<file path="src/hw/rtl/kscc_pkg.sv">
// Shared types, register codes and reset values for the keyword confirm block.
// No dependencies; used by all modules of the block.
package kscc_pkg;

  localparam int SCORE_W    = 8;
  localparam int NUM_SCORES = 8;
  localparam int KW_W       = 3;
  localparam int TABLE_W    = 56;
  localparam int CFG_IDX_W  = 2;
  localparam int FRAME_W_DEF = 32;
  localparam int CLASSES_DEF = 8;

  typedef logic [SCORE_W-1:0]                  score_t;
  typedef logic [KW_W-1:0]                     kw_t;
  typedef logic [TABLE_W-1:0]                  table_t;
  typedef logic [NUM_SCORES-1:0][SCORE_W-1:0]  score_vec_t;
  typedef logic [CFG_IDX_W-1:0]                cfg_idx_t;

  // Register indexes
  localparam cfg_idx_t REG_THRESHOLD = 2'd0;
  localparam cfg_idx_t REG_COOLDOWN  = 2'd1;
  localparam cfg_idx_t REG_CONFIRM   = 2'd2;

  localparam table_t THRESHOLD_RST = 56'h62_62_60_60_5E_5E_60;
  localparam table_t COOLDOWN_RST  = 56'h12_12_14_14_10_10_14;
  localparam score_t CONFIRM_RST   = 8'd2;
  localparam score_t HITS_MAX      = 8'hFF;

  // Byte k-1 of a packed per-keyword table; keyword 0 selects the zero pad byte above it.
  function automatic score_t tbl_byte(input table_t tbl, input kw_t kw);
    logic [TABLE_W+SCORE_W-1:0] ext;
    kw_t                        sel;
    ext = {{SCORE_W{1'b0}}, tbl};
    sel = kw - kw_t'(1);
    return ext[sel*SCORE_W +: SCORE_W];
  endfunction

endpackage

</file>
<file path="src/hw/rtl/kscc_argmax.sv">
// Registered-free argmax tree over the class scores, lowest index wins ties.
// Depends on kscc_pkg.
module kscc_argmax #(
  parameter int NUM_CLASSES = kscc_pkg::CLASSES_DEF
) (
  input  kscc_pkg::score_vec_t scores,
  output kscc_pkg::kw_t        best_idx,
  output kscc_pkg::score_t     best_val
);
  import kscc_pkg::*;

  score_t v1 [8];
  kw_t    i1 [8];
  score_t v2 [4];
  kw_t    i2 [4];
  score_t v3 [2];
  kw_t    i3 [2];

  // Unused classes read as zero and so never beat a lower index.
  always_comb begin
    for (int i = 0; i < NUM_SCORES; i++) begin
      v1[i] = (i < NUM_CLASSES) ? scores[i] : '0;
      i1[i] = kw_t'(i);
    end
    for (int p = 0; p < 4; p++) begin
      if (v1[2*p+1] > v1[2*p]) begin
        v2[p] = v1[2*p+1];
        i2[p] = i1[2*p+1];
      end else begin
        v2[p] = v1[2*p];
        i2[p] = i1[2*p];
      end
    end
    for (int p = 0; p < 2; p++) begin
      if (v2[2*p+1] > v2[2*p]) begin
        v3[p] = v2[2*p+1];
        i3[p] = i2[2*p+1];
      end else begin
        v3[p] = v2[2*p];
        i3[p] = i2[2*p];
      end
    end
    if (v3[1] > v3[0]) begin
      best_val = v3[1];
      best_idx = i3[1];
    end else begin
      best_val = v3[0];
      best_idx = i3[0];
    end
  end

endmodule

</file>
<file path="src/hw/rtl/keyword_score_confirm_cooldown.sv">
// Keyword decision: argmax, threshold, consecutive-hit confirm, report cooldown.
// Depends on kscc_pkg and kscc_argmax.
//
//   channel | direction | handshake            | payload
//   in_     | input     | in_valid / in_ready  | in_score_0 .. in_score_7
//   out_    | output    | out_valid / out_ready| report_valid, keyword_index,
//           |           |                      | keyword_score, frame_number
//   cfg_    | input     | cfg_we (no wait)     | cfg_index, cfg_wdata
//
// One transaction per cycle sustained while out_ready is high. A transaction in the
// input register moves to the result register when that is free or read, and all
// state updates with it. While a result waits on out_ready the input register holds
// one more transaction at most; with both full, in_ready follows out_ready in the same cycle.
// Synchronous active-low reset clears the frame counter, the pending candidate,
// the per-keyword report frames and loads the table defaults.
module keyword_score_confirm_cooldown #(
  parameter int NUM_CLASSES = kscc_pkg::CLASSES_DEF,
  parameter int FRAME_WIDTH = kscc_pkg::FRAME_W_DEF
) (
  input  logic                       clk,
  input  logic                       rst_n,
  input  logic                       in_valid,
  output logic                       in_ready,
  input  kscc_pkg::score_t           in_score_0,
  input  kscc_pkg::score_t           in_score_1,
  input  kscc_pkg::score_t           in_score_2,
  input  kscc_pkg::score_t           in_score_3,
  input  kscc_pkg::score_t           in_score_4,
  input  kscc_pkg::score_t           in_score_5,
  input  kscc_pkg::score_t           in_score_6,
  input  kscc_pkg::score_t           in_score_7,
  output logic                       out_valid,
  input  logic                       out_ready,
  output logic                       out_report_valid,
  output kscc_pkg::kw_t              out_keyword_index,
  output kscc_pkg::score_t           out_keyword_score,
  output logic [FRAME_WIDTH-1:0]     out_frame_number,
  input  logic                       cfg_we,
  input  kscc_pkg::cfg_idx_t         cfg_index,
  input  kscc_pkg::table_t           cfg_wdata
);
  import kscc_pkg::*;

  typedef logic [FRAME_WIDTH-1:0] frame_t;

  // configuration
  table_t threshold_r;
  table_t cooldown_r;
  score_t confirm_r;

  // input stage
  logic       s1_valid_r;
  score_vec_t s1_scores_r;

  // decision state
  frame_t frame_count_r;
  kw_t    pend_kw_r;
  score_t pend_hits_r;
  frame_t pend_frame_r;
  frame_t last_frame_r [NUM_SCORES];

  // result stage
  logic   out_valid_r;
  logic   rep_valid_r;
  kw_t    rep_kw_r;
  score_t rep_score_r;
  frame_t rep_frame_r;

  logic   adv;
  kw_t    best_idx;
  score_t best_val;
  frame_t frame_nxt;
  logic   hit;
  logic   cont;
  score_t hits_nxt;
  frame_t last;
  frame_t delta;
  logic   cooling;
  logic   report;

  assign adv      = s1_valid_r && (!out_valid_r || out_ready);
  assign in_ready = !s1_valid_r || adv;

  kscc_argmax #(
    .NUM_CLASSES(NUM_CLASSES)
  ) u_argmax (
    .scores  (s1_scores_r),
    .best_idx(best_idx),
    .best_val(best_val)
  );

  always_comb begin
    frame_nxt = frame_count_r + frame_t'(1);
    hit       = (best_idx != '0) && (best_val >= tbl_byte(threshold_r, best_idx));
    // pend_frame + 1 == frame_nxt reduces to pend_frame == frame_count
    cont      = (pend_kw_r == best_idx) && (pend_frame_r == frame_count_r);
    if (!cont) begin
      hits_nxt = score_t'(1);
    end else if (pend_hits_r == HITS_MAX) begin
      hits_nxt = pend_hits_r;
    end else begin
      hits_nxt = pend_hits_r + score_t'(1);
    end
    last    = last_frame_r[best_idx];
    delta   = frame_nxt - last;
    cooling = (last != '0) &&
              (delta <= frame_t'(tbl_byte(cooldown_r, best_idx)));
    // confirm of zero acts as one since hits_nxt is at least one
    report  = hit && (hits_nxt >= confirm_r) && !cooling;
  end

  always_ff @(posedge clk) begin
    if (!rst_n) begin
      threshold_r <= THRESHOLD_RST;
      cooldown_r  <= COOLDOWN_RST;
      confirm_r   <= CONFIRM_RST;
    end else if (cfg_we) begin
      case (cfg_index)
        REG_THRESHOLD: threshold_r <= cfg_wdata;
        REG_COOLDOWN:  cooldown_r  <= cfg_wdata;
        REG_CONFIRM:   confirm_r   <= cfg_wdata[SCORE_W-1:0];
        default: ;
      endcase
    end
  end

  always_ff @(posedge clk) begin
    if (!rst_n) begin
      s1_valid_r <= 1'b0;
    end else if (in_ready) begin
      s1_valid_r <= in_valid;
    end
  end

  always_ff @(posedge clk) begin
    if (in_valid && in_ready) begin
      s1_scores_r <= {in_score_7, in_score_6, in_score_5, in_score_4,
                      in_score_3, in_score_2, in_score_1, in_score_0};
    end
  end

  always_ff @(posedge clk) begin
    if (!rst_n) begin
      frame_count_r <= '0;
      pend_kw_r     <= '0;
      pend_hits_r   <= '0;
      pend_frame_r  <= '0;
      for (int i = 0; i < NUM_SCORES; i++) begin
        last_frame_r[i] <= '0;
      end
    end else if (adv) begin
      frame_count_r <= frame_nxt;
      if (hit) begin
        pend_kw_r    <= best_idx;
        pend_hits_r  <= hits_nxt;
        pend_frame_r <= frame_nxt;
      end else begin
        pend_kw_r    <= '0;
        pend_hits_r  <= '0;
        pend_frame_r <= '0;
      end
      if (report) begin
        last_frame_r[best_idx] <= frame_nxt;
      end
    end
  end

  always_ff @(posedge clk) begin
    if (!rst_n) begin
      out_valid_r <= 1'b0;
    end else if (adv) begin
      out_valid_r <= 1'b1;
    end else if (out_ready) begin
      out_valid_r <= 1'b0;
    end
  end

  always_ff @(posedge clk) begin
    if (adv) begin
      rep_valid_r <= report;
      rep_kw_r    <= report ? best_idx : '0;
      rep_score_r <= report ? best_val : '0;
      rep_frame_r <= frame_nxt;
    end
  end

  assign out_valid         = out_valid_r;
  assign out_report_valid  = rep_valid_r;
  assign out_keyword_index = rep_kw_r;
  assign out_keyword_score = rep_score_r;
  assign out_frame_number  = rep_frame_r;

endmodule

</file>
<file path="config.mk">
export PLATFORM = sky130hd
export DESIGN_NAME = keyword_score_confirm_cooldown
export DESIGN_NICKNAME = d
export VERILOG_FILES = /design/src/hw/rtl/kscc_pkg.sv /design/src/hw/rtl/kscc_argmax.sv /design/src/hw/rtl/keyword_score_confirm_cooldown.sv
export SDC_FILE = /design/constraint.sdc
export NUM_CORES = 1
export LEC_CHECK = 0
export BUFFER_PORTS_ARGS = -buffer_cell sky130_fd_sc_hd__buf_4
export CAP_MARGIN = 25
export CORE_ASPECT_RATIO = 0.5
export CORE_MARGIN = 1.5
export CORE_UTILIZATION = 43
export CTS_BUF_LIST = sky130_fd_sc_hd__clkbuf_4
export CTS_CLUSTER_DIAMETER = 50
export DETAILED_ROUTE_END_ITERATION = 16
export HOLD_SLACK_MARGIN = 0.02
export SLEW_MARGIN = 20
export SYNTH_ARGS = -nofsm -noshare
export SYNTH_HDL_FRONTEND = slang
export SYNTH_SLANG_ARGS = --single-unit
</file>
<file path="constraint.sdc">
create_clock -name clk -period 33.8 [get_ports clk]
set_clock_uncertainty 0.1 [all_clocks]
set_input_delay 6.76 -clock clk [delete_from_list [all_inputs] [get_ports clk]]
set_output_delay 6.76 -clock clk [all_outputs]
set_load 0.05 [all_outputs]
</file>
# ---- After elaboration in Yosys (flattened, before gate mapping)
# Memories as Yosys holds them, arrays and structs flattened.
# Index checks and enable logic that the tools add are counted.
dict set report classes {
  n_addsub 4
  n_mul 0
  div_mod_pow 0
  n_lt_le_gt_ge 10
  n_eq_ne 5
  n_shift 2
  mux 29
  bitwise 0
  reduce_logical 20
}
# op count
set op_table {}
lappend op_table {{$shiftx 64x7->8} 2}
lappend op_table {{$mux 8} 10}
lappend op_table {{$mux 32} 2}
lappend op_table {{$gt 8x8->1} 7}
lappend op_table {{$add 32x1->32 const B} 1}
lappend op_table {{$eq 32x32->1} 1}
lappend op_table {{$le 32x8->1} 1}
lappend op_table {{$reduce_bool 32->1} 1}
lappend op_table {{$reduce_or 32->1} 1}
lappend op_table {{$sub 32x32->32} 1}
lappend op_table {{$ge 8x8->1} 2}
lappend op_table {{$mux 1} 12}
lappend op_table {{$mux 3} 3}
lappend op_table {{$add 8x1->8 const B} 1}
lappend op_table {{$eq 8x8->1 const B} 1}
lappend op_table {{$logic_and 1x1->1} 7}
lappend op_table {{$reduce_and 2->1} 3}
lappend op_table {{$mux 2} 2}
lappend op_table {{$eq 3x3->1} 1}
lappend op_table {{$logic_not 1->1} 3}
lappend op_table {{$reduce_bool 3->1} 1}
lappend op_table {{$sub 3x1->3 const B} 1}
lappend op_table {{$eq 2x1->1 const B} 1}
lappend op_table {{$eq 2x2->1 const B} 1}
lappend op_table {{other kinds (3)} 4}
dict set report totals {
  reg_bits 305
  latchBits 0
  ram_bits 256
  rom_bits 0
  out_inout_bits 46
  word_cells 92
  mem_count 1
}
# name words word_bits rd rd_ports_with_merged_regs write_ports line
set memory_table {}
lappend memory_table {last_frame_r 8 32 1 0 8 keyword_score_confirm_cooldown.sv:60} ;# frame_t last_frame_r [NUM_SCORES];

# ---- Depth between registers and ports, before layout
# Gate-level depths: netlist (run 1).
dict set report logic_depth {
  word_depth 18
  depth_mapped 56
}

# ---- By module
# A second synthesis (run 1) with hierarchy kept.
dict set report unflattened {
  hier_cells 2851
  hier_area_um2 29771.1
}
# module instances cells_each area_per_inst_um2 seq_area_each_um2
set modules_own_cells {}
lappend modules_own_cells {keyword_score_confirm_cooldown 1 2551 27423.8 14874.3}
lappend modules_own_cells {kscc_argmax 1 300 2347.3 0.0}

# ---- Worst setup path after synthesis (run 1)
# No wires, ideal clock.
dict set report synth_path {
  path_kind {input -> output}
  startpoint {input out_ready}
  endpoint {output in_ready}
  arrival_ns 7.266
  required_time_ns 26.940
  path_slack_ns 19.674
  path_stages 2
  n_path_buf 0
  cell_sequence {nor2b_1 -> nand2_1}
}
dict set report synth_via {
  elab_chain_cells 3
}
# item line
set synth_rtl {}
lappend synth_rtl {{start: declaration} keyword_score_confirm_cooldown.sv:33} ;# input logic out_ready,
lappend synth_rtl {{$logic_or 1x1->1} keyword_score_confirm_cooldown.sv:81} ;# assign adv = s1_valid_r && (!out_valid_r || out_ready);
lappend synth_rtl {{$logic_and 1x1->1} keyword_score_confirm_cooldown.sv:81}
lappend synth_rtl {{$logic_or 1x1->1} keyword_score_confirm_cooldown.sv:82} ;# assign in_ready = !s1_valid_r || adv;
lappend synth_rtl {{end: declaration} keyword_score_confirm_cooldown.sv:23} ;# output logic in_ready,
# No other way between the ends.

==> results of run 1 <==
==> cells by family (layout without fill, tap and decap cells) <==
group           after synthesis  count (layout)  synth area share
other cells                   0               3                 0
mux                          84              84            0.0346
compound gates              587             587             0.138
buf+inv                     288             567            0.0439
simple gates               1253            1253             0.197
xor+xnor                    113             113            0.0335
fa+ha+maj                   116             116            0.0493
flops                       561             561             0.503
==> stage by stage <==
step / hold slack [ns] / instances / worst slack (ns)
2_1_floorplan: 0.335 / 3002 / 19.67
3_3_place_gp: 0.348 / 3928 / 19.57
3_5_place_dp: 0.353 / 3928 / 19.54
4_1_cts: 0.368 / 4178 / 19.53
5_1_grt: 0.382 / 4179 / 18.63
6_report: 0.364 / 4181 / 19.41
==> synthesized netlist by cell type (all sizes together), types with 16 or more instances <==
cell type and number:
dfxtp 197, nand4 43, nand3 134, nor2 116, a221o 21, buf 57
a21o 26, nor4 20, a211oi 18, and2 40, o31ai 16, clkbuf 165
and3 20, nor3 277, ha 114, mux2i 66, xor2 60, xnor2 53
nor2b 40, inv 66, a21boi 125, edfxtp 364, a21oi 105, o21ai 110
a22oi 17, nand2 509
==> flip-flops by register name (all words and copies together), names as in the netlist <==
name and flops:
confirm_r 8, cooldown_r 56, frame_count_r 32, last_frame_r 256, out_frame_number 32, out_keyword_index 3
out_keyword_score 8, out_report_valid 1, out_valid 1, pend_frame_r 32, pend_hits_r 8, pend_kw_r 3
s1_scores_r 64, s1_valid_r 1, threshold_r 56
==> metal layers <==
metal | GRT usage | share of wire
met1 | 0.384 | 0.44
met2 | 0.400 | 0.43
met3 | 0.0738 | 0.11
met4 | 0.0705 | 0.019
met5 | 0 | 0
==> area by class of cell <==
type                    instances  area [um^2]  area share
clock inverters                47          280     0.00837
inverters                      66          249     0.00743
well taps                     897         1120      0.0335
diodes                          3         7.51    0.000224
clock buffers                 203         1520      0.0455
repair buffers                251         1900      0.0567
flip-flops and latches        561        14900       0.444
multi-input cells            2153        13500       0.404
==> power by group <==
group          switching, W  internal (W)
Clock              0.000294      0.000300
Sequential        0.0000110      0.000756
Combinational       0.00120      0.000530
==> how the worst max path moves through the flow <==
stage                     cells after the start  slack [ns]                           endpoint                 startpoint
after floorplan                               2       19.67                           in_ready                  out_ready
after global placement                        4       19.57                           in_ready                  out_ready
after detailed placement                      4       19.54                           in_ready                  out_ready
after CTS                                     4       19.53                           in_ready                  out_ready
after global routing                         49       18.63  last_frame_r[0][24]$_SDFFCE_PN0P_  s1_scores_r[15]$_DFFE_PP_
final                                        49       19.41  last_frame_r[4][25]$_SDFFCE_PN0P_  s1_scores_r[29]$_DFFE_PP_
==> worst reg2reg max path: cells and delay by family (launching register included) <==
family          cells  cell delay (ns)
compound gates     17             4.64
xor+xnor            1             0.14
fa+ha+maj           6             1.97
buf+inv             9             3.32
flops               1             0.41
simple gates       16             3.47
==> metrics.md, run 1 <==
| Metric | Value |
|---|---|
| Outcome | finished clean |
| VDD IR max | 98.3 uV |
| Core area | 0.0675 mm^2 |
| Die area | 0.0704 mm^2 |
| Slowest cell on crit path | buf_12 |
| CTS Buffer Depth | 3 |
| Reg-to-Reg End | last_frame_r[4][25]$_SDFFCE_PN0P_ |
| Hold path cells | 2 |
| CTS H-tree lvls | 4 |
| Slew HR | 0.164 |
| Most frequent cells in the layout | 508 x nand2_1, 364 x edfxtp_1, 277 x nor3_1 |
| Pwr dens | 92.4 mW/mm^2 |
| Critical path class | reg -> reg |
| Critical path required time | 34.29 ns |
| 1st-iter DRT viols | 2844 |
| Nets | 3411 |
| Rows | 67 |
| Tmin final | 14.39 ns |
| Static leakage | 12.8 nW |
| Final hold violations | 0 |
| Via count | 24600 |
| Hold_sp | cooldown_r[27]$_SDFFE_PN0P_ |
| Fin. max-slew vios | 0 |
| Flop2flop setup slack | 19.41 ns |
| RSZ-0062 raised after global routing | false |
| Hold bufs inserted after CTS | 0 |
| Final WL | 95.5 mm |
| Post-synth EDFFs | 364 |
| Most common cell after layout, fill and taps aside | nand2_1 |
| Final setup viols | 0 |
| Grt ovf | 0 |
| Final period util | 0.426 |
| Cell Area, Synth | 0.0295 mm^2 |
| Max-Cap Viols | 0 |
| Overall power | 0.00309 W |
| Hpwl dp | 62.8 mm |
| CP max stage delay | 0.58 ns |
| Share of layout cells above drive strength 1 | 0.159 |
| Layout Utilization | 0.496 |
| Synth Flop Type | edfxtp_1 |
| Num CTS Buffers | 136 |
| GP Congestion | 0.928 |
| Die H | 188 um |
| Setup Buffers After CTS | 0 |
| First-pass GRT wire length | 144 mm |
| Worst skew pair latency | 0.93 ns |
| Worst r2r src | s1_scores_r[29]$_DFFE_PP_ |
| Reg clk slew, reported paths | 0.07 ns |
| Root Driver | clkbuf_4 |
| Async SR Flop Fraction | 0 |
| DR pass1 iterations | 6 |
| Crit path buffers/inverters | 9 |
| CP top delay family | compound AO/OA/AOI/OAI gates |
| # DRC | 0 |
| Synthesis-to-layout area growth | 13.4% |
| CP Max Fanout | 220 |
| Synth top area share | 0.370 |
| Sink Count | 561 |
| Cell count after synthesis | 3002 |
| Fillers | 6213 |
| Slew at the pin with the worst max-slew slack | 1.25 ns |
| Hold Crit Class | reg -> reg |
| Via density | 5.89 |
| #FFs+latches synth | 561 |
| Cells on worst reg2reg path | 49 |
| Post-DRT Antenna Nets | 0 |
| Vias in the first global route | 23500 |
| Syn_nets | 3244 |
| Cts repair resizes | 0 |
| Wire per inst | 22.8 um |
| Top cells by area, synth | edfxtp_1 37%, dfxtp_1 13%, nand2_1 6.5% |
| Hold worst-path end | cooldown_r[27]$_SDFFE_PN0P_ |
| Largest net degree at the start of global routing | 221 |
| Crit start category | flip-flop |
| Area leader, netlist | edfxtp_1 |
| Placed cell areas | 0.0317 mm^2 |
| Setup TNS | 0 ns |
| Critical Path End Type | flip-flop |
| Starting Density | 0.438 |
| Initial antenna violation count | 1 |
| Seq/Total Area, Yosys | 0.503 |
| # IOs | 173 |
| Max Freq | 69.5 MHz |
| Distinct cells, synth | 86 |
| YS warnings | 0 |
| Design Area, Final | 0.0335 mm^2 |
| Post-Syn Area per Cell | 9.84 um^2 |
| CTS tree | yes |
| Die W | 374 um |
| Gr usage total | 0.269 |
| Port Buffer Count | 172 |
| Crit path DAT | 14.88 ns |
(Power assumes the default switching activity.)
==> run 2, diff against run 1 <==
Clock period 33.8 ns to 14.06 ns, I/O delays scaled along.
==> metrics.md, run 2 (synthesis gave the netlist of run 1 again) <==
| Metric | Value |
|---|---|
| Outcome | finished clean |
| Hold Crit Class | reg -> reg |
| Cts repair resizes | 0 (unchanged) |
| Final setup viols | 0 (unchanged) |
| Vias in the first global route | 23400 (-0.21%) |
| Hold worst-path end | threshold_r[10]$_SDFFE_PN1P_ |
| Pwr dens | 222 mW/mm^2 (+140%) |
| # DRC | 0 (unchanged) |
| Biggest regs | last_frame_r x256, s1_scores_r x64 |
| Worst skew pair latency | 0.98 ns (+0.05 ns) |
| CTS tree | yes |
| Rows | 67 (unchanged) |
| Setup TNS | 0 ns (unchanged) |
| Critical path class | reg -> reg |
| Worst r2r src | s1_scores_r[47]$_DFFE_PP_ |
| RSZ-0062 raised after global routing | false |
| Max reg flops | 256 (unchanged) |
| DR pass1 iterations | 7 (+1) |
| Synthesis-to-layout area growth | 13.6% |
| Reg clk slew, reported paths | 0.06 ns (about the same) |
| Flop2flop setup slack | 1.20 ns (-18.21 ns) |
| Final WL | 96.4 mm (+0.95%) |
| GP Congestion | 0.918 (-1.1%) |
| Die W | 374 um (unchanged) |
| CP max stage delay | 0.64 ns (+0.06 ns) |
| Gr usage total | 0.270 (+0.00176) |
| Die area | 0.0704 mm^2 (unchanged) |
| Cells on worst reg2reg path | 42 (-14%) |
| Critical Path End Type | flip-flop |
| Sink Count | 561 (unchanged) |
| Crit start category | flip-flop |
| 1st-iter DRT viols | 2803 (-1.4%) |
| Biggest register | last_frame_r |
| Die H | 188 um (unchanged) |
| Final period util | 0.915 (+0.489) |
| Initial antenna violation count | 5 (+4) |
| Final hold violations | 0 (unchanged) |
| Static leakage | 12.8 nW (+0.31%) |
| M2 GR Usage | 0.398 (-0.00150) |
| Area occupied by multi-input gates | 0.0135 mm^2 (about the same) |
| Share of layout cells above drive strength 1 | 0.162 (+0.00310) |
| Placed cell areas | 0.0318 mm^2 (+0.26%) |
| Core area | 0.0675 mm^2 (unchanged) |
| Setup Buffers After CTS | 0 (unchanged) |
| Most frequent cells in the layout | 508 x nand2_1, 364 x edfxtp_1, 276 x nor3_1 |
| Via count | 24700 (+0.29%) |
| CTS H-tree lvls | 4 (unchanged) |
| # IOs | 173 (unchanged) |
| Slowest cell on crit path | a21oi_1 |
| Max-Cap Viols | 0 (unchanged) |
| Most common cell after layout, fill and taps aside | nand2_1 |
| Critical path required time | 14.63 ns (-19.66 ns) |
| Post-DRT Antenna Nets | 0 (unchanged) |
| Layout Utilization | 0.497 (+0.000797) |
| Slew HR | 0.338 (+0.174) |
| Port Buffer Count | 172 (unchanged) |
| Hpwl dp | 64.2 mm (+2.2%) |
| Crit path DAT | 13.43 ns (-1.45 ns) |
| Slew at the pin with the worst max-slew slack | 0.987 ns (-0.267 ns) |
| Largest net degree at the start of global routing | 139 (-37%) |
| First-pass GRT wire length | 144 mm (+0.34%) |
| CP Max Fanout | 138 (-37%) |
| Design Area, Final | 0.0336 mm^2 (+0.16%) |
| Busiest grt layer | met2 |
| Max Freq | 77.8 MHz (+12%) |
| Fin. max-slew vios | 0 (unchanged) |
| M1 GR Usage | 0.390 (+0.00581) |
| VDD IR max | 205 uV (+110%) |
| Via density | 5.91 (+0.29%) |
| M3 GR Usage | 0.0680 (-0.00584) |
| Hold bufs inserted after CTS | 0 (unchanged) |
| Root Driver | clkbuf_4 |
| Tmin final | 12.86 ns (-1.53 ns) |
| Fillers | 6234 (+0.34%) |
| Num CTS Buffers | 140 (+2.9%) |
| Hold_sp | threshold_r[10]$_SDFFE_PN1P_ |
| Starting Density | 0.438 (unchanged) |
| Reg-to-Reg End | last_frame_r[4][15]$_SDFFCE_PN0P_ |
| CTS Buffer Depth | 3 (unchanged) |
| Reg area | 0.0149 mm^2 (unchanged) |
| Crit-path most repeated cell | a21oi_1 |
| Nets | 3425 (+0.41%) |
| Hold path cells | 2 (unchanged) |
| Wire per inst | 23.0 um (+0.95%) |
| Grt ovf | 0 (unchanged) |
run 2: changes by cell type in the layout (fill, tap and decap cells not counted), moves of 2 or more:
cell,before,now
buf_12,1,3
buf_4,249,255
inv_2,4,7
clkbuf_4,203,199
clkinv_1,34,24
run 2: final cells by class:
type,instances,area share
Antenna cell,4,0.000298
Clock buffer,199,0.0445
Clock inverter,40,0.00749
Inverter,66,0.00742
Multi-Input combinational cell,2153,0.404
Sequential cell,561,0.443
Tap cell,897,0.0334
Timing Repair Buffer,261,0.0598
run 2: per-layer routing:
metal  wire, um  vias up
li1           -    11400
met1      42100    11900
met2      41600     1189
met3      10600      153
met4       2090        0
met5          0        -
run 2: worst max-delay path by stage:
stage	from	to	slack [ns]
4_1_cts	s1_scores_r[47]$_DFFE_PP_	last_frame_r[5][11]$_SDFFCE_PN0P_	1.42
3_3_place_gp	s1_scores_r[45]$_DFFE_PP_	last_frame_r[6][9]$_SDFFCE_PN0P_	1.61
3_5_place_dp	s1_scores_r[47]$_DFFE_PP_	last_frame_r[4][15]$_SDFFCE_PN0P_	1.47
6_report	s1_scores_r[47]$_DFFE_PP_	last_frame_r[4][15]$_SDFFCE_PN0P_	1.20
5_1_grt	s1_scores_r[41]$_DFFE_PP_	last_frame_r[5][11]$_SDFFCE_PN0P_	0.44
2_1_floorplan	s1_scores_r[45]$_DFFE_PP_	last_frame_r[0][0]$_SDFFCE_PN0P_	1.28
run 2: critical path: cells and delay by family (launching register included):
kind	cells	cell delay [ns]
AND/OR/NAND/NOR	16	4.74
AO/OA/AOI/OAI	17	4.24
adder cells (fa/ha/maj)	5	1.67
buffers and inverters	3	1.09
flip-flops	1	0.40
XOR/XNOR	1	0.19
run 2: metrics by stage:
step	setup slack, ns	hold slack [ns]	total power (W)	cells
floorplan	1.28	0.335	0.00449	3002
global placement	1.61	0.347	0.00594	3935
detailed placement	1.47	0.351	0.00594	3935
CTS	1.42	0.368	0.00735	4174
global route	0.440	0.388	0.00784	4180
finish	1.20	0.364	0.00743	4181
run 2: where the power goes:
part / internal [W] / switching [W] / total, W
clock network: 0.000706 / 0.000698 / 0.00140
logic: 0.00131 / 0.00288 / 0.00418
registers: 0.00182 / 0.0000275 / 0.00184
